$ cat src/design/wasm_instruction_boundary_finder_defines.svh
// ----------------------------------------------------------------------------
// wasm instruction boundary finder assertion macros
// concurrent checks that drop out of synthesis builds
// ----------------------------------------------------------------------------
`ifndef WASM_INSTRUCTION_BOUNDARY_FINDER_DEFINES_SVH
`define WASM_INSTRUCTION_BOUNDARY_FINDER_DEFINES_SVH

`ifndef SYNTHESIS
// same-cycle implication, quiet while reset is held
`define WIBF_ASSERT_IMPL(label, clk, rst_n, pre, post) \
  label: assert property (@(posedge clk) disable iff (!(rst_n)) (pre) |-> (post)) \
    else $error("wibf assertion failed");
// next-cycle implication, quiet while reset is held
`define WIBF_ASSERT_NEXT(label, clk, rst_n, pre, post) \
  label: assert property (@(posedge clk) disable iff (!(rst_n)) (pre) |=> (post)) \
    else $error("wibf assertion failed");
`else
`define WIBF_ASSERT_IMPL(label, clk, rst_n, pre, post)
`define WIBF_ASSERT_NEXT(label, clk, rst_n, pre, post)
`endif

`endif

$ cat src/design/wibf_pkg.sv
// ----------------------------------------------------------------------------
// wibf_pkg
// opcodes, immediate decode steps and decode functions for the
// wasm instruction boundary finder
// ----------------------------------------------------------------------------
package wibf_pkg;

  // length counter width and its saturation value
  localparam int LENGTH_BITS = 16;
  localparam logic [LENGTH_BITS-1:0] LEN_MAX = '1;

  typedef logic [LENGTH_BITS-1:0] len_t;
  typedef logic [2:0]             step_t;

  // immediate decode steps
  localparam step_t STEP_NONE     = 3'd0;
  localparam step_t STEP_RAW      = 3'd1;
  localparam step_t STEP_SUB      = 3'd2;
  localparam step_t STEP_LEB_LAST = 3'd3;
  localparam step_t STEP_LEB_TWO  = 3'd4;
  localparam step_t STEP_ALIGN    = 3'd5;
  localparam step_t STEP_COUNT    = 3'd6;
  localparam step_t STEP_TARGETS  = 3'd7;

  // leb bytes that still add to the value
  localparam logic [2:0] LEB_MAX_BYTES = 3'd5;

  // raw constant sizes
  localparam logic [3:0] F32_BYTES = 4'd4;
  localparam logic [3:0] F64_BYTES = 4'd8;

  // primary opcodes
  localparam logic [7:0] OP_BLOCK         = 8'h02;
  localparam logic [7:0] OP_LOOP          = 8'h03;
  localparam logic [7:0] OP_IF            = 8'h04;
  localparam logic [7:0] OP_BR            = 8'h0c;
  localparam logic [7:0] OP_BR_IF         = 8'h0d;
  localparam logic [7:0] OP_BRANCH_TABLE  = 8'h0e;
  localparam logic [7:0] OP_CALL          = 8'h10;
  localparam logic [7:0] OP_CALL_INDIRECT = 8'h11;
  localparam logic [7:0] OP_SELECT_T      = 8'h1c;
  localparam logic [7:0] OP_LOCAL_GET     = 8'h20;
  localparam logic [7:0] OP_LOCAL_SET     = 8'h21;
  localparam logic [7:0] OP_LOCAL_TEE     = 8'h22;
  localparam logic [7:0] OP_GLOBAL_GET    = 8'h23;
  localparam logic [7:0] OP_GLOBAL_SET    = 8'h24;
  localparam logic [7:0] OP_MEM_FIRST     = 8'h28;
  localparam logic [7:0] OP_MEM_LAST      = 8'h3e;
  localparam logic [7:0] OP_MEMORY_SIZE   = 8'h3f;
  localparam logic [7:0] OP_MEMORY_GROW   = 8'h40;
  localparam logic [7:0] OP_I32_CONST     = 8'h41;
  localparam logic [7:0] OP_I64_CONST     = 8'h42;
  localparam logic [7:0] OP_F32_CONST     = 8'h43;
  localparam logic [7:0] OP_F64_CONST     = 8'h44;
  localparam logic [7:0] OP_REF_NULL      = 8'hd0;
  localparam logic [7:0] OP_REF_FUNC      = 8'hd2;
  localparam logic [7:0] OP_PREFIX_FC     = 8'hfc;

  // sub-opcodes after the 0xfc prefix
  localparam logic [7:0] SUB_MEMORY_COPY = 8'h0a;
  localparam logic [7:0] SUB_MEMORY_FILL = 8'h0b;
  localparam logic [7:0] SUB_TABLE_COPY  = 8'h0e;
  localparam logic [7:0] SUB_TABLE_GROW  = 8'h0f;
  localparam logic [7:0] SUB_TABLE_SIZE  = 8'h10;
  localparam logic [7:0] SUB_TABLE_FILL  = 8'h11;

  // first immediate step for a primary opcode
  function automatic step_t step_for_opcode(logic [7:0] op);
    step_t step;
    if (op inside {[OP_MEM_FIRST:OP_MEM_LAST]}) begin
      step = STEP_ALIGN;
    end else if (op inside {OP_BLOCK, OP_LOOP, OP_IF, OP_BR, OP_BR_IF, OP_CALL,
                            OP_SELECT_T, OP_LOCAL_GET, OP_LOCAL_SET, OP_LOCAL_TEE,
                            OP_GLOBAL_GET, OP_GLOBAL_SET, OP_MEMORY_SIZE,
                            OP_MEMORY_GROW, OP_I32_CONST, OP_I64_CONST,
                            OP_REF_NULL, OP_REF_FUNC}) begin
      step = STEP_LEB_LAST;
    end else begin
      case (op)
        OP_CALL_INDIRECT: step = STEP_LEB_TWO;
        OP_F32_CONST:     step = STEP_RAW;
        OP_F64_CONST:     step = STEP_RAW;
        OP_BRANCH_TABLE:  step = STEP_COUNT;
        OP_PREFIX_FC:     step = STEP_SUB;
        default:          step = STEP_NONE;
      endcase
    end
    return step;
  endfunction

  // raw constant bytes for a primary opcode
  function automatic logic [3:0] raw_for_opcode(logic [7:0] op);
    logic [3:0] n;
    case (op)
      OP_F32_CONST: n = F32_BYTES;
      OP_F64_CONST: n = F64_BYTES;
      default:      n = 4'd0;
    endcase
    return n;
  endfunction

  // immediate step after a 0xfc sub-opcode
  function automatic step_t step_for_sub(logic [7:0] sub);
    step_t step;
    if (sub inside {SUB_MEMORY_COPY, SUB_TABLE_COPY}) begin
      step = STEP_LEB_TWO;
    end else if (sub inside {SUB_MEMORY_FILL, SUB_TABLE_GROW, SUB_TABLE_SIZE,
                             SUB_TABLE_FILL}) begin
      step = STEP_LEB_LAST;
    end else begin
      step = STEP_NONE;
    end
    return step;
  endfunction

endpackage

$ cat src/design/wasm_instruction_boundary_finder.sv
// ----------------------------------------------------------------------------
// wasm_instruction_boundary_finder
// finds instruction boundaries in a webassembly code byte stream
// ----------------------------------------------------------------------------
// Usage:
//   in_* takes one code byte per item in in_tdata; in_tuser set marks the byte
//   as the opcode of a new instruction and drops any unfinished one.
//   out_* gives one item per finished instruction, on its final byte:
//   opcode, 0xfc sub-opcode (else 0) and length, plus a saturation flag.
//   Bytes that do not end an instruction give no item.
// Timing:
//   an item passes through an input register and the decode stage into the
//   output register, where its result is offered. One byte per cycle is
//   sustained while out_tready is high; the decode stage holds the
//   per-byte state (step, leb accumulator, branch target count, length).
// Reset and stalls:
//   rst_n low clears the decode state, so the next byte opens an instruction.
//   While out_tready is low and a result is held, the decode stage stops and
//   in_tready falls once the input register is full; nothing is lost.
// ----------------------------------------------------------------------------
`include "wasm_instruction_boundary_finder_defines.svh"

module wasm_instruction_boundary_finder (
  input  logic        clk,
  input  logic        rst_n,
  input  logic        in_tvalid,
  output logic        in_tready,
  input  logic [7:0]  in_tdata,   // [7:0] code_byte
  input  logic        in_tuser,   // [0] restart
  output logic        out_tvalid,
  input  logic        out_tready,
  output logic [31:0] out_tdata,  // [7:0] opcode, [15:8] ext_opcode, [31:16] length
  output logic        out_tuser   // [0] length_saturated
);
  import wibf_pkg::*;

  // input register
  logic       s1_valid_r;
  logic [7:0] s1_byte_r;
  logic       s1_restart_r;

  // decode state
  logic        in_instr_r,  in_instr_nxt;
  logic [7:0]  opcode_r,    opcode_nxt;
  logic [7:0]  ext_r,       ext_nxt;
  step_t       step_r,      step_nxt;
  logic [31:0] acc_r,       acc_nxt;
  logic [2:0]  idx_r,       idx_nxt;
  logic [3:0]  raw_r,       raw_nxt;
  logic [32:0] targets_r,   targets_nxt;
  len_t        count_r,     count_nxt;
  logic        ovf_r,       ovf_nxt;

  // output register
  logic        out_valid_r;
  logic [7:0]  out_opcode_r;
  logic [7:0]  out_ext_r;
  len_t        out_length_r;
  logic        out_sat_r;

  logic        advance;
  logic        fire;
  logic        start;
  logic [31:0] acc_new;
  logic [2:0]  idx_new;
  logic [3:0]  raw_dec;
  logic [32:0] targets_dec;

  // handshake: decode moves when the output register is free or draining
  assign advance   = s1_valid_r && (!out_valid_r || out_tready);
  assign in_tready = !s1_valid_r || advance;
  assign start     = s1_restart_r || !in_instr_r;

  // leb accumulation, seven bits per byte for four bytes, four bits from the fifth
  always_comb begin
    case (idx_r)
      3'd0:    acc_new = acc_r | {25'b0, s1_byte_r[6:0]};
      3'd1:    acc_new = acc_r | {18'b0, s1_byte_r[6:0], 7'b0};
      3'd2:    acc_new = acc_r | {11'b0, s1_byte_r[6:0], 14'b0};
      3'd3:    acc_new = acc_r | {4'b0, s1_byte_r[6:0], 21'b0};
      3'd4:    acc_new = acc_r | {s1_byte_r[3:0], 28'b0};
      default: acc_new = acc_r;
    endcase
    idx_new = (idx_r < LEB_MAX_BYTES) ? idx_r + 3'd1 : idx_r;
  end

  assign raw_dec     = raw_r - 4'd1;
  assign targets_dec = targets_r - 33'd1;

  // per-byte decode
  always_comb begin
    in_instr_nxt = in_instr_r;
    opcode_nxt   = opcode_r;
    ext_nxt      = ext_r;
    step_nxt     = step_r;
    acc_nxt      = acc_r;
    idx_nxt      = idx_r;
    raw_nxt      = raw_r;
    targets_nxt  = targets_r;
    count_nxt    = count_r;
    ovf_nxt      = ovf_r;
    fire         = 1'b0;

    if (start) begin
      // opcode byte
      in_instr_nxt = 1'b1;
      opcode_nxt   = s1_byte_r;
      ext_nxt      = 8'd0;
      count_nxt    = len_t'(1);
      ovf_nxt      = 1'b0;
      acc_nxt      = 32'd0;
      idx_nxt      = 3'd0;
      targets_nxt  = 33'd0;
      step_nxt     = step_for_opcode(s1_byte_r);
      raw_nxt      = raw_for_opcode(s1_byte_r);
      fire         = (step_nxt == STEP_NONE);
    end else begin
      // length counter saturates
      if (count_r == LEN_MAX) begin
        ovf_nxt = 1'b1;
      end else begin
        count_nxt = count_r + len_t'(1);
      end

      case (step_r)
        STEP_RAW: begin
          raw_nxt = raw_dec;
          fire    = (raw_dec == 4'd0);
        end
        STEP_SUB: begin
          ext_nxt  = s1_byte_r;
          step_nxt = step_for_sub(s1_byte_r);
          fire     = (step_nxt == STEP_NONE);
        end
        STEP_LEB_LAST, STEP_LEB_TWO, STEP_ALIGN, STEP_COUNT, STEP_TARGETS: begin
          if (s1_byte_r[7]) begin
            acc_nxt = acc_new;
            idx_nxt = idx_new;
          end else begin
            // leb ends here
            acc_nxt = 32'd0;
            idx_nxt = 3'd0;
            case (step_r)
              STEP_LEB_TWO: step_nxt = STEP_LEB_LAST;
              STEP_ALIGN:   step_nxt = acc_new[6] ? STEP_LEB_TWO : STEP_LEB_LAST;
              STEP_COUNT: begin
                targets_nxt = {1'b0, acc_new} + 33'd1;
                step_nxt    = STEP_TARGETS;
              end
              STEP_TARGETS: begin
                targets_nxt = targets_dec;
                fire        = (targets_dec == 33'd0);
              end
              default:      fire = 1'b1;
            endcase
          end
        end
        default: fire = 1'b1;
      endcase
    end

    // instruction ends: clear field state
    if (fire) begin
      in_instr_nxt = 1'b0;
      step_nxt     = STEP_NONE;
      acc_nxt      = 32'd0;
      idx_nxt      = 3'd0;
      raw_nxt      = 4'd0;
      targets_nxt  = 33'd0;
    end
  end

  // input register
  always_ff @(posedge clk) begin
    if (!rst_n) begin
      s1_valid_r <= 1'b0;
    end else if (in_tready) begin
      s1_valid_r <= in_tvalid;
    end
  end

  always_ff @(posedge clk) begin
    if (in_tvalid && in_tready) begin
      s1_byte_r    <= in_tdata;
      s1_restart_r <= in_tuser;
    end
  end

  // decode state registers
  always_ff @(posedge clk) begin
    if (!rst_n) begin
      in_instr_r <= 1'b0;
      opcode_r   <= 8'd0;
      ext_r      <= 8'd0;
      step_r     <= STEP_NONE;
      acc_r      <= 32'd0;
      idx_r      <= 3'd0;
      raw_r      <= 4'd0;
      targets_r  <= 33'd0;
      count_r    <= '0;
      ovf_r      <= 1'b0;
    end else if (advance) begin
      in_instr_r <= in_instr_nxt;
      opcode_r   <= opcode_nxt;
      ext_r      <= ext_nxt;
      step_r     <= step_nxt;
      acc_r      <= acc_nxt;
      idx_r      <= idx_nxt;
      raw_r      <= raw_nxt;
      targets_r  <= targets_nxt;
      count_r    <= count_nxt;
      ovf_r      <= ovf_nxt;
    end
  end

  // output register
  always_ff @(posedge clk) begin
    if (!rst_n) begin
      out_valid_r <= 1'b0;
    end else if (advance) begin
      out_valid_r <= fire;
    end else if (out_tready) begin
      out_valid_r <= 1'b0;
    end
  end

  always_ff @(posedge clk) begin
    if (advance && fire) begin
      out_opcode_r <= opcode_nxt;
      out_ext_r    <= ext_nxt;
      out_length_r <= count_nxt;
      out_sat_r    <= ovf_nxt;
    end
  end

  assign out_tvalid = out_valid_r;
  assign out_tdata  = {out_length_r, out_ext_r, out_opcode_r};
  assign out_tuser  = out_sat_r;

  // checks
  `WIBF_ASSERT_IMPL(a_idle_no_step, clk, rst_n, !in_instr_r, step_r == STEP_NONE)
  `WIBF_ASSERT_IMPL(a_raw_nonzero, clk, rst_n, step_r == STEP_RAW, raw_r != 4'd0)
  `WIBF_ASSERT_IMPL(a_idx_bound, clk, rst_n, 1'b1, idx_r <= LEB_MAX_BYTES)
  `WIBF_ASSERT_IMPL(a_sat_len_max, clk, rst_n, out_valid_r && out_sat_r, out_length_r == LEN_MAX)
  `WIBF_ASSERT_NEXT(a_result_ends, clk, rst_n, advance && fire, !in_instr_r)

endmodule
$ cat config.mk
export PLATFORM = sky130hd
export DESIGN_NAME = wasm_instruction_boundary_finder
export DESIGN_NICKNAME = d
export VERILOG_FILES = /design/src/design/wibf_pkg.sv /design/src/design/wasm_instruction_boundary_finder.sv
export VERILOG_INCLUDE_DIRS = /design/src /design/src/design
export SDC_FILE = /design/constraint.sdc
export NUM_CORES = 1
export LEC_CHECK = 0
export ABC_AREA = 1
export BUFFER_PORTS_ARGS = -buffer_cell sky130_fd_sc_hd__buf_2
export CAP_MARGIN = 20
export CORE_UTILIZATION = 30
export DETAILED_ROUTE_END_ITERATION = 10
export GPL_TIMING_DRIVEN = 0
export SYNTH_ARGS = -nofsm -noshare
export SYNTH_HDL_FRONTEND = slang
export SYNTH_SLANG_ARGS = --single-unit
$ cat constraint.sdc
create_clock -name clk -period 4.35 [get_ports clk]
set_input_delay 1.0875 -clock clk [delete_from_list [all_inputs] [get_ports clk]]
set_output_delay 1.0875 -clock clk [all_outputs]
set_load 0.05 [all_outputs]
# Word-level counts from Yosys, hierarchy flattened
# Index checks and enable logic that the tools add are counted.
# op_classes
mux	48
n_eq_ne	42
magnitude_cmp	3
bitwise_logic	5
n_reduce_logical	33
addsub	5
# op_table
operator	n
$pmux W32 S5	1
$mux W33	4
$mux W32	4
$pmux W33 S2	1
$eq A8 B4 Y1 const B	6
$eq A8 B6 Y1 const B	6
$mux W3	15
$eq A8 B7 Y1 const B	5
$add A32 B1 Y33 const B	1
$logic_not A33 Y1	1
$sub A33 B1 Y33 const B	1
$mux W16	2
$or A32 B14 Y32	1
$or A32 B21 Y32	1
$or A32 B28 Y32	1
$or A32 B32 Y32	1
$or A32 B7 Y32	1
$eq A8 B5 Y1 const B	3
$eq A8 B8 Y1 const B	3
$mux W8	3
$reduce_bool A18 Y1	1
$add A16 B1 Y16 const B	1
$eq A16 B16 Y1 const B	1
$eq A8 B2 Y1 const B	2
other kinds (36)	70
# totals
reg_bits	153
input_bits	13
output_inout_bits	35

# Longest topological paths before layout
# Gate-level depths: netlist (run 1).
# depth
word_depth	11
depth_mapped	23

# Least setup slack after synthesis (run 1)
# OpenSTA, ideal clock, no wires.
# synth_timing
path_type	reg-to-reg
from	register targets_r[0]
to	register out_ext_r[0] (enable)
setup_ns	0.426
setup_slack_ns	0.588
arrival_ns	3.336
stages_incl_launch_ff	19
cell_sequence	dfxtp_1 inv_2 ha_1 nand2_2 nor2_8 nand2_4 o21ai_1 nand2_1 inv_1 nand2_1 nor2_1 nand2_1 nor2_1 nand2_1 nand2_1 nand2_2 nand2_4 nand2_1 nor2_1
# synth_between
elab_chain_len	7
# synth_rtl
item	line_no	rtl
from (decl)	wasm_instruction_boundary_finder.sv:50	logic [32:0] targets_r, targets_nxt;
from (signal assigned)	wasm_instruction_boundary_finder.sv:210	targets_r <= targets_nxt;
$sub A33 B1 Y33	wasm_instruction_boundary_finder.sv:88	assign targets_dec = targets_r - 33'd1;
$logic_not A33 Y1	wasm_instruction_boundary_finder.sv:152	fire = (targets_dec == 33'd0);
$pmux W1 S2	wasm_instruction_boundary_finder.sv:143	case (step_r)
$mux W1	wasm_instruction_boundary_finder.sv:136	if (s1_byte_r[7]) begin
$pmux W1 S3	wasm_instruction_boundary_finder.sv:125	case (step_r)
$mux W1	wasm_instruction_boundary_finder.sv:104	if (start) begin
$logic_and A1 B1 Y1	wasm_instruction_boundary_finder.sv:228	if (advance && fire) begin
to (signal assigned)	wasm_instruction_boundary_finder.sv:230	out_ext_r <= ext_nxt;
to (decl)	wasm_instruction_boundary_finder.sv:57	logic [7:0] out_ext_r;
# Every way passes these cells.
# A chain may end at the register's enable or synchronous reset.

# Worst setup path in the final report (run 1)
# layout_timing
from	register s1_byte_r[7]
to	register out_ext_r[2] (enable)
# layout_between
elab_chain_len	10
elab_cells_between_ends	47
cone_classes	order compare (2); eq/ne (26); mux (11); reduce/logical (8)
# layout_rtl
item	line_no	rtl
from (decl)	wasm_instruction_boundary_finder.sv:39	logic [7:0] s1_byte_r;
from (signal assigned)	wasm_instruction_boundary_finder.sv:184	s1_byte_r <= in_tdata;
$eq A8 B4 Y1, or another cell as far along	wibf_pkg.sv:107	end else if (sub inside {SUB_MEMORY_FILL, SUB_TABLE_GROW, SUB_TABLE_SIZE,
$reduce_bool A4 Y1	wibf_pkg.sv:107	
$mux W2	wibf_pkg.sv:107	
$mux W3	wibf_pkg.sv:105	if (sub inside {SUB_MEMORY_COPY, SUB_TABLE_COPY}) begin
$mux W3	wasm_instruction_boundary_finder.sv:125	
$mux W3	wasm_instruction_boundary_finder.sv:104	
$logic_not A3 Y1	wasm_instruction_boundary_finder.sv:133	fire = (step_nxt == STEP_NONE);
$pmux W1 S3	wasm_instruction_boundary_finder.sv:125	
$mux W1 *	wasm_instruction_boundary_finder.sv:104	
$logic_and A1 B1 Y1 *	wasm_instruction_boundary_finder.sv:228	
# Every way passes the cells marked *; elsewhere a longest branch is shown, timed or not. The select of a mux whose other input is x is not followed.

==> impl_metrics.xml, run 1 <==
<?xml version="1.0" encoding="UTF-8"?>
<metrics>
  <group name="critical_path">
    <metric name="worst_path_most_repeated_cell" unit="">sky130_fd_sc_hd__nand2_1</metric>
    <metric name="slowest_delay" unit="ns">0.55</metric>
    <metric name="critPathArrivalTime" unit="ns">3.69</metric>
    <metric name="crit-reg2reg-launch" unit="">s1_byte_r[7]$_DFFE_PP_</metric>
    <metric name="path_max_fanout" unit="">19</metric>
    <metric name="cpMaxStageDelayCell" unit="">sky130_fd_sc_hd__edfxtp_1</metric>
    <metric name="worstPathCellList" unit="">clkinv_1, nand2_1, nor2_1, o211ai_1, nand4_1, a211oi_1, nand2_1, o21ai_0, nand2_1, nor2_4, buf_16</metric>
    <metric name="setup.worst_path.end_class" unit="">flip-flop</metric>
    <metric name="cp_startpoint_kind" unit="">flip-flop</metric>
    <metric name="reg2regPathDepth" unit="">11</metric>
    <metric name="setup.worst_path.class" unit="">reg2reg</metric>
    <metric name="crit_required" unit="ns">4.50</metric>
    <metric name="r2r-end" unit="">out_ext_r[2]$_DFFE_PP_</metric>
    <metric name="ff2ff_setup_slack" unit="ns">0.81</metric>
  </group>
  <group name="drt">
    <metric name="route.vias.total" unit="">8810</metric>
    <metric name="wl" unit="um">28300</metric>
    <metric name="vias_per_cell" unit="">4.94</metric>
    <metric name="detail_route.drc_violations" unit="">0</metric>
    <metric name="detail_route.first_pass.iterations" unit="">6</metric>
    <metric name="postRouteAntennaNets" unit="">0</metric>
    <metric name="wl_per_cell" unit="um">15.9</metric>
    <metric name="first_iter_violations" unit="">729</metric>
  </group>
  <group name="clocking">
    <metric name="numClockSinks" unit="">153</metric>
    <metric name="clkTransAtPathRegs" unit="ns">0.07</metric>
    <metric name="cts-resized-gates" unit="">0</metric>
    <metric name="tritoncts" unit="">yes</metric>
    <metric name="h_tree_lvls" unit="">4</metric>
    <metric name="cts.path.max_buffers" unit="">2</metric>
    <metric name="clock_tree.root_cell" unit="">sky130_fd_sc_hd__clkbuf_16</metric>
    <metric name="cts_buffers" unit="">17</metric>
    <metric name="cts_setup_buffers" unit="">0</metric>
    <metric name="ctsHoldBuffers" unit="">0</metric>
    <metric name="clock_insertion_delay_worst_skew" unit="ns">0.44</metric>
  </group>
  <group name="global_route">
    <metric name="most_heavily_used_metal_layer_in_global_routing" unit="">met2</metric>
    <metric name="grt.met3_usage" unit="">0.0271</metric>
    <metric name="grtUsageMet1" unit="">0.254</metric>
    <metric name="global_route.overflow_total" unit="">0</metric>
    <metric name="first_pass_grt_wire_length" unit="um">45000</metric>
    <metric name="groute.usage.overall" unit="">0.185</metric>
    <metric name="via_count_of_the_first_global_routing_pass" unit="">8340</metric>
    <metric name="initial_antenna_violation_count" unit="">0</metric>
    <metric name="grt_util_met2" unit="">0.293</metric>
    <metric name="maximum_number_of_pins_on_one_net_before_global_route_repair" unit="">20</metric>
  </group>
  <group name="sta">
    <metric name="hold_viol" unit="">0</metric>
    <metric name="unrepaired_setup_endpoints_after_global_routing" unit="">false</metric>
    <metric name="worst_clk_skew" unit="ns">0.0129</metric>
    <metric name="maxSlewViolCount" unit="">0</metric>
    <metric name="report.final.setup_viol" unit="">0</metric>
    <metric name="worstMarginPinSlew" unit="ns">0.946</metric>
    <metric name="final_cycle_utilization_of_the_critical_path" unit="">0.815</metric>
    <metric name="timing.fmax" unit="MHz">282</metric>
    <metric name="worst_slew_margin_rel" unit="">0.365</metric>
    <metric name="setup_tns" unit="ns">0</metric>
    <metric name="final_period_minus_worst_setup_slack" unit="ns">3.54</metric>
  </group>
  <group name="placed_design">
    <metric name="port-buffer-count" unit="">46</metric>
    <metric name="placed_cells_incl_taps" unit="">1752</metric>
    <metric name="gpl.final_weighted_congestion" unit="">0.900</metric>
    <metric name="place_hpwl" unit="um">21700</metric>
  </group>
  <group name="logic_synthesis">
    <metric name="ys_dominant_reg_cell" unit="">sky130_fd_sc_hd__dfxtp_1</metric>
    <metric name="postSynth.asyncResetShare" unit="">0</metric>
    <metric name="postSynthNetCount" unit="">1339</metric>
    <metric name="synth_warnings" unit="">0</metric>
    <metric name="netlist_area" unit="mm2">0.00915</metric>
    <metric name="synth.area.top_cells" unit="">sky130_fd_sc_hd__dfxtp_1 24%, sky130_fd_sc_hd__edfxtp_1 14%, sky130_fd_sc_hd__nand2_1 10%, sky130_fd_sc_hd__nor2_1 7.5%, sky130_fd_sc_hd__inv_1 6.4%</metric>
    <metric name="ys_seq_area_frac" unit="">0.381</metric>
    <metric name="yosys.cell_types.count" unit="">50</metric>
    <metric name="ys_ff_latch" unit="">153</metric>
    <metric name="synth_area_per_cell" unit="um2">6.96</metric>
    <metric name="synthDominantAreaCellType" unit="">sky130_fd_sc_hd__dfxtp_1</metric>
    <metric name="synth_enable_flop_cells" unit="">42</metric>
    <metric name="synth_largest_type_area_fraction" unit="">0.243</metric>
    <metric name="synth_cells" unit="">1315</metric>
  </group>
  <group name="floorplanning">
    <metric name="num_rows" unit="">63</metric>
    <metric name="design.die.area" unit="mm2">0.0312</metric>
    <metric name="num_io_pins" unit="">48</metric>
    <metric name="chipHeight" unit="um">177</metric>
    <metric name="start_util" unit="">0.307</metric>
    <metric name="die_wd" unit="um">177</metric>
    <metric name="core_area" unit="mm2">0.0298</metric>
  </group>
  <group name="layout">
    <metric name="share_of_cells_above_drive_strength_1" unit="">0.117</metric>
    <metric name="non_filler_instances" unit="">1784</metric>
    <metric name="layout-area-overhead-vs-synth" unit="%">14.8</metric>
    <metric name="nNetsFinal" unit="">1405</metric>
    <metric name="layout.filler_cells" unit="">3240</metric>
    <metric name="utilization" unit="">0.352</metric>
    <metric name="antennaDiodeCount" unit="">0</metric>
  </group>
  <group name="hold_path">
    <metric name="hold_class" unit="">reg2reg</metric>
    <metric name="min_delay_endpoint" unit="">acc_r[27]$_SDFFE_PN0P_</metric>
    <metric name="worst_min_path_start" unit="">acc_r[27]$_SDFFE_PN0P_</metric>
    <metric name="hold-path-cell-count" unit="">2</metric>
  </group>
  <group name="power_and_ir_drop">
    <metric name="p_leak" unit="uW">0.00420</metric>
    <metric name="irDropWorstVdd" unit="mV">0.289</metric>
    <metric name="power_density_normalized_to_cell_area" unit="mW/mm2">354</metric>
  </group>
  <group name="flow_run">
    <metric name="max_cap_violations" unit="">0</metric>
  </group>
  <group name="status">
    <metric name="run_status" unit="">complete, no violations</metric>
  </group>
</metrics>
through the flow:
stage	setup WS, ns	hold WS [ns]	cell area (um2)	total power, uW
2_1_floorplan	0.588	0.430	9150	2060
3_3_place_gp	-0.723	0.440	9870	2230
3_5_place_dp	0.875	0.444	9900	2240
4_1_cts	0.856	0.454	10500	3730
5_1_grt	0.496	0.471	10500	3860
6_report	0.805	0.454	10500	3720
power breakdown:
| group | internal (uW) | switching [uW] |
|---|---|---|
| Sequential | 1520 | 39.1 |
| Clock | 776 | 724 |
| Combinational | 181 | 475 |
| Total | 2480 | 1240 |
cell usage after synthesis, types with 2 or more instances:
master,number
sky130_fd_sc_hd__o21ai_1,23
sky130_fd_sc_hd__clkbuf_1,27
sky130_fd_sc_hd__nor3_2,2
sky130_fd_sc_hd__xor2_1,26
sky130_fd_sc_hd__nor4_1,3
sky130_fd_sc_hd__nor2_8,2
sky130_fd_sc_hd__nand2_1,246
sky130_fd_sc_hd__o21ai_0,95
sky130_fd_sc_hd__inv_1,155
sky130_fd_sc_hd__nand4_1,44
sky130_fd_sc_hd__a21oi_1,83
sky130_fd_sc_hd__buf_2,10
sky130_fd_sc_hd__buf_1,5
sky130_fd_sc_hd__o211ai_1,2
sky130_fd_sc_hd__inv_2,9
sky130_fd_sc_hd__edfxtp_1,42
sky130_fd_sc_hd__ha_1,11
sky130_fd_sc_hd__nand3_1,94
sky130_fd_sc_hd__nor2_2,10
sky130_fd_sc_hd__nand2_4,6
sky130_fd_sc_hd__buf_6,2
sky130_fd_sc_hd__dfxtp_1,111
sky130_fd_sc_hd__a21oi_2,6
sky130_fd_sc_hd__o31ai_1,2
sky130_fd_sc_hd__nor2_1,184
sky130_fd_sc_hd__clkinv_1,4
sky130_fd_sc_hd__buf_4,5
sky130_fd_sc_hd__nand3b_1,6
sky130_fd_sc_hd__xnor2_1,9
sky130_fd_sc_hd__or2_2,5
sky130_fd_sc_hd__nor2_4,7
sky130_fd_sc_hd__o21bai_1,3
sky130_fd_sc_hd__nand2_2,11
sky130_fd_sc_hd__a211oi_1,25
sky130_fd_sc_hd__o21ai_2,3
sky130_fd_sc_hd__nor3_1,23
placed cells by master (no fill, tap or decap), types with 26 or more instances in the layout:
cell	Yosys	layout
sky130_fd_sc_hd__nand2_1	246	246
sky130_fd_sc_hd__clkbuf_1	27	27
sky130_fd_sc_hd__o21ai_0	95	95
sky130_fd_sc_hd__edfxtp_1	42	42
sky130_fd_sc_hd__a21oi_1	83	83
sky130_fd_sc_hd__inv_1	155	155
sky130_fd_sc_hd__nor2_1	184	183
sky130_fd_sc_hd__nand4_1	44	44
sky130_fd_sc_hd__xor2_1	26	26
sky130_fd_sc_hd__buf_2	10	56
sky130_fd_sc_hd__nand3_1	94	94
sky130_fd_sc_hd__dfxtp_1	111	111
worst max-delay path: cells and delay by family (launching register included):
kind / cells / cell delay (ns)
compound gates: 3 / 0.74
buf+inv: 2 / 0.68
flops: 1 / 0.55
simple gates: 6 / 1.29
cell families (layout without fill, tap and decap cells):
family          count (synthesis)  count (layout)  synth area share
flops                         153             153             0.381
fa+ha+maj                      11              11            0.0150
buf+inv                       218             297            0.0948
simple gates                  647             647             0.322
mux                             1               1           0.00109
xor+xnor                       35              35            0.0335
compound gates                250             250             0.153
layer usage:
metal,routed length [um],share of wire
met5,0,0
met4,750,0.027
met3,1390,0.049
met2,12600,0.45
met1,13500,0.48
registers in the layout, indices dropped and copies added (netlist names), 3 cells and up:
signal,cells
acc_r,32
targets_r,33
idx_r,3
out_length_r,16
out_opcode_r,8
opcode_r,8
out_ext_r,8
raw_r,4
ext_r,8
s1_byte_r,8
step_r,3
count_r,16
worst max path at each step:
stage	startpoint	cells after the start	to
floorplan	targets_r[0]$_SDFFE_PN0P_	18	out_ext_r[0]$_DFFE_PP_
global placement	targets_r[14]$_SDFFE_PN0P_	13	out_length_r[7]$_DFFE_PP_
detailed placement	targets_r[0]$_SDFFE_PN0P_	16	out_ext_r[0]$_DFFE_PP_
CTS	s1_byte_r[7]$_DFFE_PP_	13	out_tvalid$_SDFFE_PN0P_
global route	s1_byte_r[7]$_DFFE_PP_	13	out_tvalid$_SDFFE_PN0P_
finish	s1_byte_r[7]$_DFFE_PP_	11	out_ext_r[2]$_DFFE_PP_
final cells by class:
class	instances	area, um2	share of cell area
multi-input combinational	944	4810	0.458
sequential	153	3480	0.332
inverter	169	637	0.0606
tap	390	488	0.0465
clock buffer	17	425	0.0405
timing repair buffer	47	258	0.0245
buffer	49	230	0.0219
clock inverter	15	174	0.0166
(Power assumes the default switching activity.)
==> run 2, diff against run 1 <==
Clock period 4.35 ns to 3.1 ns, I/O delays scaled along.
==> run 2 against run 1 <==
- setup slack got worse by 0.63 ns
- register-to-register slack got worse by 0.63 ns
- global-route usage decreased by 0.13 points
- combinational power increased by 50%
- clock skew increased by 0.0089 ns
- critical path depth increased by 7
- critical path type unchanged
- highest routed layer unchanged
==> impl_metrics.xml, run 2 (synthesized netlist as in run 1, its figures left out) <==
<?xml version="1.0" encoding="UTF-8"?>
<metrics>
  <group name="power_and_ir_drop">
    <metric name="power_density_normalized_to_cell_area" unit="mW/mm2">496</metric>
    <metric name="irDropWorstVdd" unit="mV">0.381</metric>
    <metric name="p_leak" unit="uW">0.00431</metric>
    <metric name="p_total" unit="uW">5350</metric>
  </group>
  <group name="floorplanning">
    <metric name="design.die.area" unit="mm2">0.0312</metric>
    <metric name="num_rows" unit="">63</metric>
    <metric name="core_area" unit="mm2">0.0298</metric>
    <metric name="die_wd" unit="um">177</metric>
    <metric name="start_util" unit="">0.307</metric>
    <metric name="num_io_pins" unit="">48</metric>
    <metric name="chipHeight" unit="um">177</metric>
  </group>
  <group name="layout">
    <metric name="antennaDiodeCount" unit="">0</metric>
    <metric name="nNetsFinal" unit="">1418</metric>
    <metric name="final_cell_mix" unit="">245 x sky130_fd_sc_hd__nand2_1, 170 x sky130_fd_sc_hd__nor2_1, 154 x sky130_fd_sc_hd__inv_1</metric>
    <metric name="largest_registers" unit="">targets_r (33), acc_r (32)</metric>
    <metric name="utilization" unit="">0.362</metric>
    <metric name="largest-register" unit="">targets_r</metric>
    <metric name="largest_register_ff_count" unit="">33</metric>
    <metric name="most_frequent_standard_cell_in_the_layout_excluding_fill_and_tap_cells" unit="">sky130_fd_sc_hd__nand2_1</metric>
    <metric name="layout-area-overhead-vs-synth" unit="%">17.9</metric>
    <metric name="share_of_cells_above_drive_strength_1" unit="">0.145</metric>
  </group>
  <group name="global_route">
    <metric name="maximum_number_of_pins_on_one_net_before_global_route_repair" unit="">19</metric>
    <metric name="first_pass_grt_wire_length" unit="um">44200</metric>
    <metric name="via_count_of_the_first_global_routing_pass" unit="">8069</metric>
    <metric name="groute.usage.overall" unit="">0.183</metric>
    <metric name="initial_antenna_violation_count" unit="">0</metric>
    <metric name="global_route.overflow_total" unit="">0</metric>
  </group>
  <group name="sta">
    <metric name="final_cycle_utilization_of_the_critical_path" unit="">0.943</metric>
    <metric name="hold_viol" unit="">0</metric>
    <metric name="report.final.setup_viol" unit="">0</metric>
    <metric name="worstMarginPinSlew" unit="ns">1.01</metric>
    <metric name="unrepaired_setup_endpoints_after_global_routing" unit="">true</metric>
    <metric name="final_period_minus_worst_setup_slack" unit="ns">2.92</metric>
    <metric name="setup_tns" unit="ns">0</metric>
    <metric name="worst_clk_skew" unit="ns">0.0217</metric>
    <metric name="worst_slew_margin_rel" unit="">0.319</metric>
    <metric name="timing.fmax" unit="MHz">342</metric>
    <metric name="maxSlewViolCount" unit="">0</metric>
  </group>
  <group name="hold_path">
    <metric name="worst_min_path_start" unit="">acc_r[27]$_SDFFE_PN0P_</metric>
    <metric name="min_delay_endpoint" unit="">acc_r[27]$_SDFFE_PN0P_</metric>
    <metric name="hold_class" unit="">reg2reg</metric>
    <metric name="hold-path-cell-count" unit="">2</metric>
  </group>
  <group name="critical_path">
    <metric name="r2r-end" unit="">acc_r[21]$_SDFFE_PN0P_</metric>
    <metric name="cpMaxStageDelayCell" unit="">sky130_fd_sc_hd__dfxtp_1</metric>
    <metric name="slowest_delay" unit="ns">0.33</metric>
    <metric name="crit-reg2reg-launch" unit="">targets_r[1]$_SDFFE_PN0P_</metric>
    <metric name="cp_num_buf_inv" unit="">3</metric>
    <metric name="worstPathCellList" unit="">inv_1, ha_2, nand2_4, nor2_8, buf_4, xnor2_1, nand2_1, nor2_1, nand4_1, nor2_1, nand2_1, nand2_1, nand2_2, nand3_1, nand3_1, nand2_1, clkbuf_4, a21oi_1</metric>
    <metric name="critPathArrivalTime" unit="ns">3.25</metric>
    <metric name="worst_path_most_repeated_cell" unit="">sky130_fd_sc_hd__nand2_1</metric>
    <metric name="cp_startpoint_kind" unit="">flip-flop</metric>
    <metric name="setup.worst_path.class" unit="">reg2reg</metric>
    <metric name="critical_path.top_delay_family" unit="">simple AND/OR/NAND/NOR gates</metric>
    <metric name="ff2ff_setup_slack" unit="ns">0.18</metric>
    <metric name="setup.worst_path.end_class" unit="">flip-flop</metric>
    <metric name="crit_required" unit="ns">3.42</metric>
    <metric name="path_max_fanout" unit="">10</metric>
    <metric name="reg2regPathDepth" unit="">18</metric>
  </group>
  <group name="placed_design">
    <metric name="gpl.final_weighted_congestion" unit="">0.935</metric>
    <metric name="port-buffer-count" unit="">46</metric>
    <metric name="place_hpwl" unit="um">21300</metric>
  </group>
  <group name="drt">
    <metric name="detail_route.first_pass.iterations" unit="">6</metric>
    <metric name="wl_per_cell" unit="um">15.7</metric>
    <metric name="vias_per_cell" unit="">5.01</metric>
    <metric name="wl" unit="um">28200</metric>
    <metric name="detail_route.drc_violations" unit="">0</metric>
    <metric name="postRouteAntennaNets" unit="">0</metric>
    <metric name="route.vias.total" unit="">8995</metric>
    <metric name="first_iter_violations" unit="">814</metric>
  </group>
  <group name="clocking">
    <metric name="clkTransAtPathRegs" unit="ns">0.07</metric>
    <metric name="numClockSinks" unit="">153</metric>
    <metric name="cts.path.max_buffers" unit="">2</metric>
    <metric name="h_tree_lvls" unit="">4</metric>
    <metric name="ctsHoldBuffers" unit="">0</metric>
    <metric name="tritoncts" unit="">yes</metric>
    <metric name="cts_buffers" unit="">17</metric>
    <metric name="clock_tree.root_cell" unit="">sky130_fd_sc_hd__clkbuf_16</metric>
    <metric name="clock_insertion_delay_worst_skew" unit="ns">0.44</metric>
  </group>
  <group name="status">
    <metric name="run_status" unit="">complete, no violations</metric>
  </group>
  <group name="flow_run">
    <metric name="max_cap_violations" unit="">0</metric>
  </group>
</metrics>
run 2: cell count changes in the layout (fill, tap and decap cells not counted), moves of 3 or more:
cell,change
sky130_fd_sc_hd__buf_12,+3
sky130_fd_sc_hd__o21ai_1,+3
sky130_fd_sc_hd__nor2_4,+5
sky130_fd_sc_hd__o21ai_0,-5
sky130_fd_sc_hd__nand3_1,-3
sky130_fd_sc_hd__clkbuf_2,+3
sky130_fd_sc_hd__nor2_1,-13
sky130_fd_sc_hd__buf_4,+10
sky130_fd_sc_hd__buf_2,-3
sky130_fd_sc_hd__nor2_2,+9
run 2: cell type report:
class | count | area, um2
well taps | 390 | 488
repair buffers | 59 | 363
fillers | 3198 | 19000
inverters | 169 | 644
plain buffers | 49 | 244
flip-flops and latches | 153 | 3480
clock inverters | 15 | 196
multi-input cells | 945 | 4940
clock buffers | 17 | 425
run 2: per-stage QoR:
stage	cell area (um2)	setup WS, ns	std cells	hold WS [ns]
after floorplan	9160	0.267	1315	0.430
after global placement	9880	-0.545	1751	0.439
after detailed placement	9880	-0.577	1751	0.443
after CTS	10600	0.0443	1787	0.454
after global routing	10800	-0.0396	1797	0.473
final	10800	0.175	1797	0.451
run 2: report_power, final:
| group | internal [uW] | total [uW] | switching (uW) |
|---|---|---|---|
| combinational | 291 | 981 | 690 |
| clock | 1170 | 2170 | 997 |
| sequential | 2140 | 2200 | 58.6 |
| total | 3600 | 5350 | 1750 |
run 2: how the worst max path moves through the flow:
stage / start / to / slack [ns] / cells past startpoint
after detailed placement: targets_r[0]$_SDFFE_PN0P_ / out_length_r[13]$_DFFE_PP_ / -0.58 / 16
after global routing: idx_r[0]$_SDFFE_PN0P_ / targets_r[23]$_SDFFE_PN0P_ / -0.04 / 17
after global placement: targets_r[0]$_SDFFE_PN0P_ / out_length_r[7]$_DFFE_PP_ / -0.55 / 14
after CTS: targets_r[0]$_SDFFE_PN0P_ / targets_r[13]$_SDFFE_PN0P_ / 0.04 / 20
after floorplan: targets_r[0]$_SDFFE_PN0P_ / out_ext_r[0]$_DFFE_PP_ / 0.27 / 18
final: targets_r[1]$_SDFFE_PN0P_ / acc_r[21]$_SDFFE_PN0P_ / 0.18 / 18
run 2: what timing repair did:
action                                  CTS  global route
endpoints found under the setup margin   35           104
gates resized for setup                   3            48
gates cloned                              1             0
pin swaps                                 2             7
buffers inserted                          3            10
run 2: worst min-delay path, cell delays in order (launching register included):
cell,delay (ns)
sky130_fd_sc_hd__dfxtp_1,0.31
sky130_fd_sc_hd__inv_1,0.04
sky130_fd_sc_hd__a21oi_1,0.05
run 2: per-layer routing:
| metal | routed length [um] | up-vias | part of all wire | GRT usage |
|---|---|---|---|---|
| li1 | - | 4500 | - | - |
| met1 | 13500 | 4201 | 0.48 | 0.259 |
| met2 | 12600 | 256 | 0.45 | 0.286 |
| met3 | 1470 | 38 | 0.052 | 0.0275 |
| met4 | 603 | 0 | 0.021 | 0.0560 |
| met5 | 0 | - | 0 | 0 |
==> run 3, diff against run 2 <==
Settings changed: PLACE_DENSITY set to 0.45.
==> run 3 against run 2 <==
- power is 0.16% lower
- sequential power hardly changed
- sequential share of layout area down 0.25 points
- clock skew down 0.0095 ns
- sequential cell count is the same
- count of clock-buffer cells in the layout up 2
- via count shrank 2.0%
- register-to-register slack worse by 0.03 ns
- cell area is 0.78% higher
- first-iteration DRC count fell by 16%
- largest power group unchanged
==> impl_metrics.xml, run 3 (synthesized netlist as in run 1, its figures left out) <==
<?xml version="1.0" encoding="UTF-8"?>
<metrics>
  <group name="status">
    <metric name="run_status" unit="">complete, no violations</metric>
  </group>
  <group name="critical_path">
    <metric name="crit_required" unit="ns">3.44</metric>
    <metric name="cp_startpoint_kind" unit="">flip-flop</metric>
    <metric name="slowest_delay" unit="ns">0.35</metric>
    <metric name="setup.worst_path.end_class" unit="">flip-flop</metric>
    <metric name="reg2regPathDepth" unit="">15</metric>
    <metric name="ff2ff_setup_slack" unit="ns">0.15</metric>
    <metric name="worstPathCellList" unit="">buf_2, inv_1, nand4_1, nor2_1, nand2_1, o31ai_2, nor3_1, a311oi_2, buf_4, nand2_8, nand2_4, nor2_4, buf_4, buf_4, a211oi_1</metric>
    <metric name="crit-reg2reg-launch" unit="">s1_byte_r[5]$_DFFE_PP_</metric>
    <metric name="cpMaxStageDelayCell" unit="">sky130_fd_sc_hd__edfxtp_1</metric>
    <metric name="critical_path.top_delay_family" unit="">buffers and inverters</metric>
    <metric name="worst_path_most_repeated_cell" unit="">sky130_fd_sc_hd__buf_4</metric>
    <metric name="cp_num_buf_inv" unit="">5</metric>
    <metric name="setup.worst_path.class" unit="">reg2reg</metric>
    <metric name="critPathArrivalTime" unit="ns">3.30</metric>
    <metric name="r2r-end" unit="">in_instr_r$_SDFFE_PN0P_</metric>
    <metric name="path_max_fanout" unit="">10</metric>
  </group>
  <group name="drt">
    <metric name="first_iter_violations" unit="">683</metric>
    <metric name="vias_per_cell" unit="">4.89</metric>
    <metric name="detail_route.first_pass.iterations" unit="">5</metric>
    <metric name="route.vias.total" unit="">8818</metric>
    <metric name="wl_per_cell" unit="um">16.9</metric>
    <metric name="wl" unit="um">30500</metric>
    <metric name="detail_route.drc_violations" unit="">0</metric>
    <metric name="postRouteAntennaNets" unit="">0</metric>
  </group>
  <group name="floorplanning">
    <metric name="num_io_pins" unit="">48</metric>
    <metric name="num_rows" unit="">63</metric>
    <metric name="design.die.area" unit="mm2">0.0312</metric>
    <metric name="chipHeight" unit="um">177</metric>
    <metric name="core_area" unit="mm2">0.0298</metric>
    <metric name="start_util" unit="">0.307</metric>
    <metric name="die_wd" unit="um">177</metric>
  </group>
  <group name="sta">
    <metric name="timing.fmax" unit="MHz">339</metric>
    <metric name="worst_clk_skew" unit="ns">0.0122</metric>
    <metric name="worst_slew_margin_rel" unit="">0.410</metric>
    <metric name="maxSlewViolCount" unit="">0</metric>
    <metric name="final_cycle_utilization_of_the_critical_path" unit="">0.953</metric>
    <metric name="report.final.setup_viol" unit="">0</metric>
    <metric name="fin_worst_hold_slack" unit="ns">0.457</metric>
    <metric name="hold_viol" unit="">0</metric>
    <metric name="worstMarginPinSlew" unit="ns">0.885</metric>
    <metric name="setup_tns" unit="ns">0</metric>
    <metric name="final_period_minus_worst_setup_slack" unit="ns">2.95</metric>
    <metric name="unrepaired_setup_endpoints_after_global_routing" unit="">true</metric>
  </group>
  <group name="clocking">
    <metric name="tritoncts" unit="">yes</metric>
    <metric name="ctsHoldBuffers" unit="">0</metric>
    <metric name="cts_buffers" unit="">17</metric>
    <metric name="h_tree_lvls" unit="">4</metric>
    <metric name="clock_insertion_delay_worst_skew" unit="ns">0.44</metric>
    <metric name="numClockSinks" unit="">153</metric>
    <metric name="clkTransAtPathRegs" unit="ns">0.07</metric>
    <metric name="clock_tree.root_cell" unit="">sky130_fd_sc_hd__clkbuf_16</metric>
    <metric name="cts.path.max_buffers" unit="">2</metric>
  </group>
  <group name="power_and_ir_drop">
    <metric name="p_leak" unit="uW">0.00435</metric>
    <metric name="power_density_normalized_to_cell_area" unit="mW/mm2">491</metric>
    <metric name="irDropWorstVdd" unit="mV">0.314</metric>
  </group>
  <group name="flow_run">
    <metric name="max_cap_violations" unit="">0</metric>
  </group>
  <group name="global_route">
    <metric name="first_pass_grt_wire_length" unit="um">48000</metric>
    <metric name="maximum_number_of_pins_on_one_net_before_global_route_repair" unit="">19</metric>
    <metric name="via_count_of_the_first_global_routing_pass" unit="">8381</metric>
    <metric name="groute.usage.overall" unit="">0.202</metric>
    <metric name="initial_antenna_violation_count" unit="">0</metric>
    <metric name="global_route.overflow_total" unit="">0</metric>
  </group>
  <group name="placed_design">
    <metric name="port-buffer-count" unit="">46</metric>
    <metric name="detailed_place.area" unit="mm2">0.00988</metric>
    <metric name="place_hpwl" unit="um">23000</metric>
    <metric name="gpl.final_weighted_congestion" unit="">0.888</metric>
  </group>
  <group name="layout">
    <metric name="final_cell_mix" unit="">242 x sky130_fd_sc_hd__nand2_1, 174 x sky130_fd_sc_hd__nor2_1, 154 x sky130_fd_sc_hd__inv_1</metric>
    <metric name="largest_register_ff_count" unit="">33</metric>
    <metric name="largest-register" unit="">targets_r</metric>
    <metric name="largest_registers" unit="">targets_r (33), acc_r (32)</metric>
    <metric name="antennaDiodeCount" unit="">0</metric>
    <metric name="postLayoutCellArea" unit="mm2">0.0109</metric>
    <metric name="share_of_cells_above_drive_strength_1" unit="">0.153</metric>
    <metric name="layout-area-overhead-vs-synth" unit="%">18.8</metric>
    <metric name="most_frequent_standard_cell_in_the_layout_excluding_fill_and_tap_cells" unit="">sky130_fd_sc_hd__nand2_1</metric>
    <metric name="nNetsFinal" unit="">1426</metric>
  </group>
  <group name="hold_path">
    <metric name="hold-path-cell-count" unit="">2</metric>
    <metric name="hold_class" unit="">reg2reg</metric>
    <metric name="min_delay_endpoint" unit="">acc_r[24]$_SDFFE_PN0P_</metric>
    <metric name="worst_min_path_start" unit="">acc_r[24]$_SDFFE_PN0P_</metric>
  </group>
</metrics>
==> run 3: cell count changes in the layout (fill, tap and decap cells not counted), sizes merged <==
| cell | change |
|---|---|
| clkinvlp | -2 |
| inv | -4 |
| clkbuf | +5 |
| clkinv | +4 |
| buf | +5 |
==> run 3: worst max-delay path by stage <==
stage,start,to,slack (ns),cells past startpoint
2_1_floorplan,targets_r[0]$_SDFFE_PN0P_,out_ext_r[0]$_DFFE_PP_,0.27,18
3_3_place_gp,targets_r[0]$_SDFFE_PN0P_,out_length_r[7]$_DFFE_PP_,-0.69,16
3_5_place_dp,targets_r[14]$_SDFFE_PN0P_,out_length_r[6]$_DFFE_PP_,-0.70,13
4_1_cts,targets_r[0]$_SDFFE_PN0P_,targets_r[11]$_SDFFE_PN0P_,0.01,20
5_1_grt,idx_r[0]$_SDFFE_PN0P_,targets_r[23]$_SDFFE_PN0P_,-0.05,15
6_report,s1_byte_r[5]$_DFFE_PP_,in_instr_r$_SDFFE_PN0P_,0.15,15
==> run 3: final cells by class <==
type | count | area (um2)
Fill cell | 3246 | 18900
Multi-Input combinational cell | 945 | 5010
Sequential cell | 153 | 3480
Inverter | 169 | 639
Tap cell | 390 | 488
Clock buffer | 19 | 454
Timing Repair Buffer | 67 | 410
Buffer | 49 | 250
Clock inverter | 13 | 135
==> run 3: power by group <==
part / internal [uW] / switching [uW]
registers: 2140 / 55.7
logic: 295 / 711
clock network: 1170 / 962
total: 3610 / 1730
==> run 3: layer usage <==
layer | share of wire | track usage
met5 | 0 | 0
met1 | 0.51 | 0.293
met3 | 0.027 | 0.0260
met2 | 0.45 | 0.310
met4 | 0.014 | 0.0568
==> run 3: worst register-to-register path, delay by kind of cell (launching register included) <==
kind / cells / cell delay (ns)
AOI/OAI and AO/OA: 3 / 0.52
buffers and inverters: 5 / 1.05
and+or+nand+nor: 7 / 0.93
DFF: 1 / 0.35
==> run 3: what timing repair did <==
item                                   CTS  global route
setup endpoints to repair               47           109
cloned                                   1             0
gates resized for setup                  8            58
buffers inserted                         5            15
endpoints found under the hold margin    0             0
pin swaps                                3            10
==> run 3: stage by stage <==
step	worst slack, ns	total power (uW)	instances	util
finish	0.146	5340	1805	0.365
global route	-0.0461	5540	1805	0.365
CTS	0.0145	5310	1789	0.354
detailed placement	-0.698	3160	1751	0.331
global placement	-0.690	3160	1751	0.331
floorplan	0.267	2890	1315	-
